<file path="config.mk">
export PLATFORM = sky130hd
export DESIGN_NAME = utf8_stream_validator_unit
export DESIGN_NICKNAME = d
export VERILOG_FILES = /design/src/utf8sv_pkg.sv /design/src/utf8sv_decoder.sv /design/src/utf8sv_csr.sv /design/src/utf8_stream_validator_unit.sv
export VERILOG_INCLUDE_DIRS = /design/src /design/src/src
export SDC_FILE = /design/constraint.sdc
export NUM_CORES = 1
export LEC_CHECK = 0
export BUFFER_PORTS_ARGS = -buffer_cell sky130_fd_sc_hd__buf_2
export CAP_MARGIN = 10
export CORE_MARGIN = 3
export CORE_UTILIZATION = 30
export DETAILED_ROUTE_END_ITERATION = 6
export MAX_ROUTING_LAYER = met4
export SYNTH_ARGS = -nofsm -noshare
export SYNTH_HDL_FRONTEND = slang
export SYNTH_HIERARCHICAL = 1
export SYNTH_SLANG_ARGS = --single-unit
</file>
<file path="constraint.sdc">
create_clock -name clock -period 9.4 [get_ports clock]
set_input_delay 0.94 -clock clock [delete_from_list [all_inputs] [get_ports clock]]
set_output_delay 0.94 -clock clock [all_outputs]
set_load 0.1 [all_outputs]
</file>
<file path="src/utf8_stream_validator_unit_assert.svh">
// Assertion macros used by the validator top level.
`ifndef UTF8_STREAM_VALIDATOR_UNIT_ASSERT_SVH
`define UTF8_STREAM_VALIDATOR_UNIT_ASSERT_SVH

// Checks that a condition holds at every clock edge outside reset.
`define UTF8SV_ASSERT(label, cond, msg) \
   label: assert property (@(posedge clock) disable iff (reset) (cond)) \
      else $error(msg);

// Checks that a trigger is followed in the next cycle by a consequence.
`define UTF8SV_ASSERT_NEXT(label, trig, cons, msg) \
   label: assert property (@(posedge clock) disable iff (reset) (trig) |=> (cons)) \
      else $error(msg);

`endif

</file>
<file path="src/utf8sv_pkg.sv">
// Types, codes and helper functions shared by the UTF-8 validator modules.
package utf8sv_pkg;

   localparam logic [2:0] ERR_NONE       = 3'd0;
   localparam logic [2:0] ERR_TRUNCATED  = 3'd1;
   localparam logic [2:0] ERR_STRAY      = 3'd2;
   localparam logic [2:0] ERR_BAD_LENGTH = 3'd3;
   localparam logic [2:0] ERR_BAD_TRAIL  = 3'd4;
   localparam logic [2:0] ERR_OVERLONG   = 3'd5;

   localparam logic [7:0] REPLACEMENT_RESET = 8'd63;

   typedef enum logic [0:0] {
      ST_IDLE,
      ST_RUN
   } state_type;

   typedef struct packed {
      logic        wait_more;
      logic [20:0] code_point;
      logic [2:0]  length;
      logic [2:0]  error_code;
   } decode_type;

   // Sequence length announced by a lead byte, zero for bytes that cannot lead.
   function automatic logic [2:0] lead_length(input logic [7:0] b);
      logic [2:0] len;
      begin
         if (b[7] == 1'b0) len = 3'd1;
         else if (b[7:5] == 3'b110) len = 3'd2;
         else if (b[7:4] == 4'b1110) len = 3'd3;
         else if (b[7:3] == 5'b11110) len = 3'd4;
         else len = 3'd0;
         return len;
      end
   endfunction

endpackage

</file>
<file path="src/utf8sv_decoder.sv">
// Shared decode unit: judges the character that starts at the head of the window.
module utf8sv_decoder
   import utf8sv_pkg::*;
(
   input  logic [3:0][7:0] window,
   input  logic [2:0]      avail,
   input  logic            eos,
   output decode_type      result
);

   logic [7:0] lead;
   logic [2:0] len;
   logic       trail_ok;
   logic       wide_enough;

   always_comb begin
      lead        = window[0];
      len         = lead_length(lead);
      result      = '0;
      trail_ok    = 1'b1;
      wide_enough = 1'b1;
      if (len == 3'd0) begin
         result.length     = 3'd1;
         result.error_code = (lead[7:6] == 2'b10) ? ERR_STRAY : ERR_BAD_LENGTH;
      end else if (len > avail) begin
         result.length = 3'd1;
         if (eos) begin
            result.error_code = ERR_TRUNCATED;
         end else begin
            result.wait_more = 1'b1;
         end
      end else begin
         case (len)
            3'd1: begin
               result.code_point = {14'd0, lead[6:0]};
            end
            3'd2: begin
               result.code_point = {10'd0, lead[4:0], window[1][5:0]};
               trail_ok          = (window[1][7:6] == 2'b10);
               wide_enough       = (lead[4:1] != 4'd0);
            end
            3'd3: begin
               result.code_point = {5'd0, lead[3:0], window[1][5:0], window[2][5:0]};
               trail_ok          = (window[1][7:6] == 2'b10) && (window[2][7:6] == 2'b10);
               wide_enough       = (lead[3:0] != 4'd0) || window[1][5];
            end
            default: begin
               result.code_point = {lead[2:0], window[1][5:0], window[2][5:0],
                                    window[3][5:0]};
               trail_ok          = (window[1][7:6] == 2'b10) && (window[2][7:6] == 2'b10)
                                   && (window[3][7:6] == 2'b10);
               wide_enough       = (lead[2:0] != 3'd0) || (window[1][5:4] != 2'd0);
            end
         endcase
         if (!trail_ok) begin
            result.length     = 3'd1;
            result.error_code = ERR_BAD_TRAIL;
         end else if (!wide_enough) begin
            result.length     = 3'd1;
            result.error_code = ERR_OVERLONG;
         end else begin
            result.length     = len;
            result.error_code = ERR_NONE;
         end
      end
   end

endmodule

</file>
<file path="src/utf8sv_csr.sv">
// Configuration register file with an APB-style access port.
module utf8sv_csr
   import utf8sv_pkg::*;
(
   input  logic        clock,
   input  logic        reset,
   input  logic        psel,
   input  logic        penable,
   input  logic        pwrite,
   input  logic [2:0]  paddr,
   input  logic [31:0] pwdata,
   output logic [31:0] prdata,
   output logic        pready,
   output logic [7:0]  replacement_byte
);

   logic [7:0] replacement_ff;
   logic [7:0] replacement_in;

   always_comb begin
      replacement_in = replacement_ff;
      if (psel && penable && pwrite && (paddr[2] == 1'b0)) begin
         replacement_in = pwdata[7:0];
      end
   end

   always_ff @(posedge clock) begin
      if (reset) begin
         replacement_ff <= REPLACEMENT_RESET;
      end else begin
         replacement_ff <= replacement_in;
      end
   end

   assign prdata           = (paddr[2] == 1'b0) ? {24'd0, replacement_ff} : 32'd0;
   assign pready           = 1'b1;
   assign replacement_byte = replacement_ff;

endmodule

</file>
<file path="src/utf8_stream_validator_unit.sv">
// Top level of the streaming UTF-8 decoder and validator.
//
// The req channel carries one raw byte per word plus a flag on the last byte
// of a string. The rsp channel gives one word per decoded character or per
// rejected byte: code point (or the replacement byte), length, error code,
// lead byte, running error count and a flag on the last word an input caused.
// Both channels use valid/ready; the APB-style port holds the replacement
// byte at address 0.
//
// Flow: a byte is taken while the sequencer is idle; the shared decode unit
// then runs once per cycle on the buffered window while the output register
// can take a word, producing one result word per pass that does not wait for
// more bytes. A byte that only extends a partial character gives no word; a
// byte that completes a character or triggers a replay gives up to four
// result words. A byte dropped while the string is halted starts no pass.
// The output register lets the next byte be taken while the last word still
// waits. When the receiver stalls, the sequencer holds its pass until the
// output register frees up, and no byte is taken until the pass completes.
// Synchronous reset empties the buffer, clears the error count and the halt
// flag, and restores the replacement byte to 63. No clearing pass runs.
module utf8_stream_validator_unit
   import utf8sv_pkg::*;
#(
   parameter int ERROR_COUNT_BITS = 16
)
(
   input  logic        clock,
   input  logic        reset,
   input  logic        req_valid,
   output logic        req_ready,
   input  logic [7:0]  req_data_byte,
   input  logic        req_end_of_string,
   output logic        rsp_valid,
   input  logic        rsp_ready,
   output logic [20:0] rsp_code_point,
   output logic [2:0]  rsp_char_length,
   output logic [2:0]  rsp_error_code,
   output logic [7:0]  rsp_first_byte,
   output logic [15:0] rsp_errors_so_far,
   output logic        rsp_last_of_run,
   input  logic        psel,
   input  logic        penable,
   input  logic        pwrite,
   input  logic [2:0]  paddr,
   input  logic [31:0] pwdata,
   output logic [31:0] prdata,
   output logic        pready
);

   `include "utf8_stream_validator_unit_assert.svh"

   // Sequencer state and the byte window. The window doubles as the pending
   // buffer: bytes waiting for the rest of their character stay at its head.
   state_type                   state_ff, state_in;
   logic [3:0][7:0]             work_ff, work_in;
   logic [2:0]                  cnt_ff, cnt_in;
   logic                        eos_ff, eos_in;
   logic                        halted_ff, halted_in;
   logic [ERROR_COUNT_BITS-1:0] tally_ff, tally_in;

   // Output register.
   logic        out_valid_ff, out_valid_in;
   logic [20:0] out_cp_ff, out_cp_in;
   logic [2:0]  out_len_ff, out_len_in;
   logic [2:0]  out_err_ff, out_err_in;
   logic [7:0]  out_first_ff, out_first_in;
   logic [15:0] out_count_ff, out_count_in;
   logic        out_last_ff, out_last_in;

   logic                        accept;
   logic                        advance;
   logic                        finish;
   logic [7:0]                  replacement_byte;
   decode_type                  dec;
   logic [2:0]                  consumed;
   logic [2:0]                  remaining;
   logic [3:0][7:0]             shifted;
   logic [2:0]                  next_len;
   logic [ERROR_COUNT_BITS-1:0] tally_next;
   logic [ERROR_COUNT_BITS+15:0] tally_wide;
   logic                        halt_now;
   int                          src;

   utf8sv_csr u_csr (
      .clock            (clock),
      .reset            (reset),
      .psel             (psel),
      .penable          (penable),
      .pwrite           (pwrite),
      .paddr            (paddr),
      .pwdata           (pwdata),
      .prdata           (prdata),
      .pready           (pready),
      .replacement_byte (replacement_byte)
   );

   utf8sv_decoder u_decoder (
      .window (work_ff),
      .avail  (cnt_ff),
      .eos    (eos_ff),
      .result (dec)
   );

   // Handshake outputs of the sequencer.
   always_comb begin
      req_ready = (state_ff == ST_IDLE);
      accept    = req_valid && req_ready;
      advance   = (state_ff == ST_RUN) && (!out_valid_ff || rsp_ready);
   end

   // Bytes left after this pass, the window shifted past the bytes it consumes,
   // the new error count, and whether this pass gives the last word for the current input byte.
   always_comb begin
      consumed = (dec.error_code != ERR_NONE) ? 3'd1 : dec.length;
      remaining = cnt_ff - consumed;
      for (int i = 0; i < 4; i++) begin
         src = i + int'(consumed);
         shifted[i] = (src < 4) ? work_ff[src[1:0]] : 8'd0;
      end
      next_len = lead_length(shifted[0]);
      tally_next = tally_ff;
      if ((dec.error_code != ERR_NONE) && (tally_ff != {ERROR_COUNT_BITS{1'b1}})) begin
         tally_next = tally_ff + ERROR_COUNT_BITS'(1);
      end
      halt_now = (dec.error_code != ERR_NONE) && (replacement_byte == 8'd0);
      finish   = halt_now || (remaining == 3'd0) ||
                 (!eos_ff && (next_len != 3'd0) && (next_len > remaining));
      if (dec.wait_more) begin
         finish = 1'b1;
      end
      tally_wide = {16'd0, tally_next};
   end

   // Next state of the sequencer.
   always_comb begin
      state_in = state_ff;
      case (state_ff)
         ST_IDLE: begin
            if (accept && !halted_ff) begin
               state_in = ST_RUN;
            end
         end
         ST_RUN: begin
            if (advance && finish) begin
               state_in = ST_IDLE;
            end
         end
         default: begin
            state_in = ST_IDLE;
         end
      endcase
   end

   // Window, counters and output register.
   always_comb begin
      work_in      = work_ff;
      cnt_in       = cnt_ff;
      eos_in       = eos_ff;
      halted_in    = halted_ff;
      tally_in     = tally_ff;
      out_valid_in = out_valid_ff && !rsp_ready;
      out_cp_in    = out_cp_ff;
      out_len_in   = out_len_ff;
      out_err_in   = out_err_ff;
      out_first_in = out_first_ff;
      out_count_in = out_count_ff;
      out_last_in  = out_last_ff;

      if (accept) begin
         if (halted_ff) begin
            // While halted, bytes are dropped; the end of the string lifts it.
            if (req_end_of_string) begin
               halted_in = 1'b0;
               tally_in  = '0;
               cnt_in    = 3'd0;
            end
         end else begin
            work_in[cnt_ff[1:0]] = req_data_byte;
            cnt_in               = cnt_ff + 3'd1;
            eos_in               = req_end_of_string;
         end
      end

      if (advance && !dec.wait_more) begin
         out_valid_in = 1'b1;
         out_cp_in    = (dec.error_code != ERR_NONE) ? {13'd0, replacement_byte}
                                                     : dec.code_point;
         out_len_in   = consumed;
         out_err_in   = dec.error_code;
         out_first_in = work_ff[0];
         out_count_in = tally_wide[15:0];
         out_last_in  = finish;
         tally_in     = tally_next;
         work_in      = shifted;
         cnt_in       = remaining;
         if (halt_now) begin
            // A zero replacement drops everything still buffered.
            halted_in = !eos_ff;
            cnt_in    = 3'd0;
         end
         if (finish && eos_ff) begin
            cnt_in   = 3'd0;
            tally_in = '0;
         end
      end
   end

   always_ff @(posedge clock) begin
      if (reset) begin
         state_ff     <= ST_IDLE;
         cnt_ff       <= 3'd0;
         halted_ff    <= 1'b0;
         tally_ff     <= '0;
         out_valid_ff <= 1'b0;
      end else begin
         state_ff     <= state_in;
         cnt_ff       <= cnt_in;
         halted_ff    <= halted_in;
         tally_ff     <= tally_in;
         out_valid_ff <= out_valid_in;
      end
   end

   always_ff @(posedge clock) begin
      work_ff      <= work_in;
      eos_ff       <= eos_in;
      out_cp_ff    <= out_cp_in;
      out_len_ff   <= out_len_in;
      out_err_ff   <= out_err_in;
      out_first_ff <= out_first_in;
      out_count_ff <= out_count_in;
      out_last_ff  <= out_last_in;
   end

   assign rsp_valid         = out_valid_ff;
   assign rsp_code_point    = out_cp_ff;
   assign rsp_char_length   = out_len_ff;
   assign rsp_error_code    = out_err_ff;
   assign rsp_first_byte    = out_first_ff;
   assign rsp_errors_so_far = out_count_ff;
   assign rsp_last_of_run   = out_last_ff;

   // A partial character never holds more than three bytes between inputs.
   `UTF8SV_ASSERT(a_idle_pending_fits, (state_ff != ST_IDLE) || (cnt_ff <= 3'd3),
      "pending buffer overfull while idle")
   // A byte taken while halted never starts a decode pass.
   `UTF8SV_ASSERT_NEXT(a_halted_drops, accept && halted_ff, state_ff == ST_IDLE,
      "decode pass started while halted")
   // A byte taken while running normally always starts a decode pass.
   `UTF8SV_ASSERT_NEXT(a_accept_runs, accept && !halted_ff, state_ff == ST_RUN,
      "accepted byte did not start a decode pass")
   // Rejected bytes are always reported as one byte long.
   `UTF8SV_ASSERT(a_error_len_one,
      !out_valid_ff || (out_err_ff == ERR_NONE) || (out_len_ff == 3'd1),
      "error result with length other than one")

endmodule
</file>
==> metrics.md <==
| Metric | Value |
|---|---|
| Outcome | `complete, no violations` |
| Number of hold buffers added after CTS | `0` |
| Total Wirelength | `20.0 mm` |
| Most common cell in the netlist | `edfxtp_1` |
| Placer Congestion | `0.865` |
| Measured slew at the worst slew-check pin | `1.07 ns` |
| Unrepaired setup endpoints after global routing | `false` |
| Vias per inst | `5.29` |
| CTS Buffer Depth | `2` |
| Final slew viol count | `0` |
| Main flop type after synthesis | `edfxtp_1` |
| Worst-path cell chain | `nand2_1, or3_1, inv_1, ha_1, nor2_1, a31oi_1, a21o_1, or2_2, or3_1, nor4_2, buf_4, mux2i_1, a211oi_1, nand2_1, a21oi_1, ha_1, nor2b_1, o21a_1, o21ai_0, o21ai_1, or2_2` |
| First-pass GRT wire length | `31.3 mm` |
| Total CTS buffers | `17` |
| Number of global-route vias before repair | `5285` |
| Die area | `25300 um2` |
| Nets | `802` |
| Syn avg cell area | `10.6 um2` |
| Setup crit end kind | `flip-flop` |
| DRT Pass-1 Iters | `5` |
| Root buffer cell | `clkbuf_16` |
| Critical path peak fanout | `18` |
| Die Ht | `159 um` |
| Post-CTS sizing | `0` |
| Post-synth EDFFs | `85` |
| CP max stage delay | `0.85 ns` |
| Register bit total from synthesis | `115` |
| Tcrit/Tclk final | `68.2%` |
| Post-Place Cell Area | `7610 um2` |
| Post-route design area | `8250 um2` |
| Crit path DAT | `6.57 ns` |
| Slew margin rel. | `28.4%` |
| Antenna-violating nets left | `0` |
| Initial DRC count | `403` |
| Fraction of layout cells with a size suffix above 1 | `23.6%` |
| Initial Util | `30.7%` |
| Total of max-cap violations | `0` |
| I/O Buffers | `86` |
| Dpl cells | `1029` |
| Period minus WS final | `6.41 ns` |
| Share of the synthesized area in the top cell type | `36.4%` |
| Clk Latency, worst-skew pair | `0.41 ns` |
| CTS tree | `done` |
| Sequential share of the synthesized area | `44.9%` |
| DRC viols | `0` |
| TNS Setup | `0 ns` |
| Initial antenna violation count | `4` |
| Startpoint Class | `flip-flop` |
| Syn Inst Count | `664` |
| Critical Path Slowest Stage Cell | `edfxtp_1` |
| IO Pins | `138` |
| Largest net degree at the start of global routing | `56` |
| Skew final | `0.0130 ns` |
| Final setup vio count | `0` |
| Die width | `159 um` |
| Cell taking the most area after synthesis | `edfxtp_1` |
| Fin. Hold Viols | `0` |
| Routed wire per std cell | `18.7 um` |
| YS warnings | `6` |
| Crit path kind | `reg2reg` |
| Via Count | `5631` |
| GRT Util Overall | `16.1%` |
| Synth area leaders | `edfxtp_1 (36%), dfxtp_1 (8.6%), mux4_2 (6.1%)` |
| FFs w/ async S/R, synth | `0%` |
| Row Count | `55` |
| Max Freq | `156 MHz` |
| Post-synth top cells | `edfxtp_1 (85), nand2_1 (75), nor2_1 (41)` |
| Hpwl dp | `13.7 mm` |
| Fin cells | `1065` |
| Worst-path clk slew | `0.06 ns` |
| Synth Cell Area | `7020 um2` |
| Core ar. | `22800 um2` |
| Data required, critical path | `9.56 ns` |
| Setup bufs post-CTS | `0` |
| H-Tree Depth | `4` |
| Total grt overflow | `0` |
| TritonCTS Sinks | `115` |
| Hold Crit Class | `reg2reg` |
| Post-synthesis cell type count | `81` |
| Area Growth Syn to Fin | `17.5%` |
[sequential cells by signal, summed over array words and instances (netlist names), 3 cells and up]
register	cells
cnt_ff	3
work_ff	32
rsp_first_byte	8
rsp_char_length	3
rsp_code_point	21
tally_ff	16
u_csr/replacement_byte	8
rsp_error_code	3
rsp_errors_so_far	16
[layout make-up]
cell class                      instances  area (um2)
Antenna cell                            3        7.51
Clock buffer                           22         474
Clock inverter                         10         155
Fill cell                            2321       14600
Inverter                               24        97.6
Multi-Input combinational cell        486        3500
Sequential cell                       115        3150
Tap cell                              313         392
Timing Repair Buffer                   92         473
[cell usage in the layout (no fill, tap or decap), types with 8 or more instances in the layout]
cell type / count
clkbuf_16: 17
or2_2: 9
o22ai_1: 10
buf_2: 87
a31oi_1: 12
a32o_1: 23
a21oi_1: 32
and2b_2: 8
o21ai_0: 18
mux4_2: 19
ha_1: 14
conb_1: 25
nor3_1: 11
nand3_1: 14
nand2_1: 75
and2_1: 13
nor2_1: 41
inv_1: 21
nand2b_1: 17
edfxtp_1: 85
a211oi_1: 8
mux2i_1: 21
dfxtp_1: 30
[critical path: cells and delay by family, from the launching register on]
family	cells	cell delay, ns
adder cells (fa/ha/maj)	2	0.54
buffers and inverters	2	0.61
AND/OR/NAND/NOR	9	2.54
flip-flops	1	0.85
AO/OA/AOI/OAI	7	1.46
multiplexers	1	0.12
[final timing paths]
kind                     from               to  slack [ns]  cells after the start
hold reg to reg   tally_ff[6]      tally_ff[6]        0.50                      2
hold / removal    tally_ff[6]      tally_ff[6]        0.50                      2
setup / recovery   work_ff[6]  rsp_last_of_run        2.99                     21
setup reg to reg   work_ff[6]  rsp_last_of_run        2.99                     21
[per-stage QoR]
step	utilization [%]	setup slack, ns	hold WS, ns
2_1_floorplan	-	3.91	0.465
3_3_place_gp	33.3	2.93	0.486
3_5_place_dp	33.3	2.92	0.491
4_1_cts	36.0	2.89	0.497
5_1_grt	36.1	2.56	0.528
6_report	36.1	2.99	0.496
[routing by layer]
metal,vias to the layer above,wire (um),share of wire (%),GRT usage [%]
li1,2610,-,-,-
met1,2710,8770,44,21.9
met2,280,9150,46,24.0
met3,31,1610,8.0,3.49
met4,0,421,2.1,5.45
met5,-,0,0,-
[kinds of logic (layout without fill, tap and decap cells)]
logic type	after synthesis	count (layout)	synth area share [%]
compound gates	147	147	15.6
xor+xnor	15	15	1.98
fa+ha+maj	15	15	2.78
buf+inv	86	148	6.61
flops	115	115	44.9
mux	43	43	9.57
other cells	2	28	0.107
simple gates	241	241	18.4
Power is left out: the tool's default activity adds up to more than one toggle a clock period on the data nets, which glitch-free logic cannot reach.
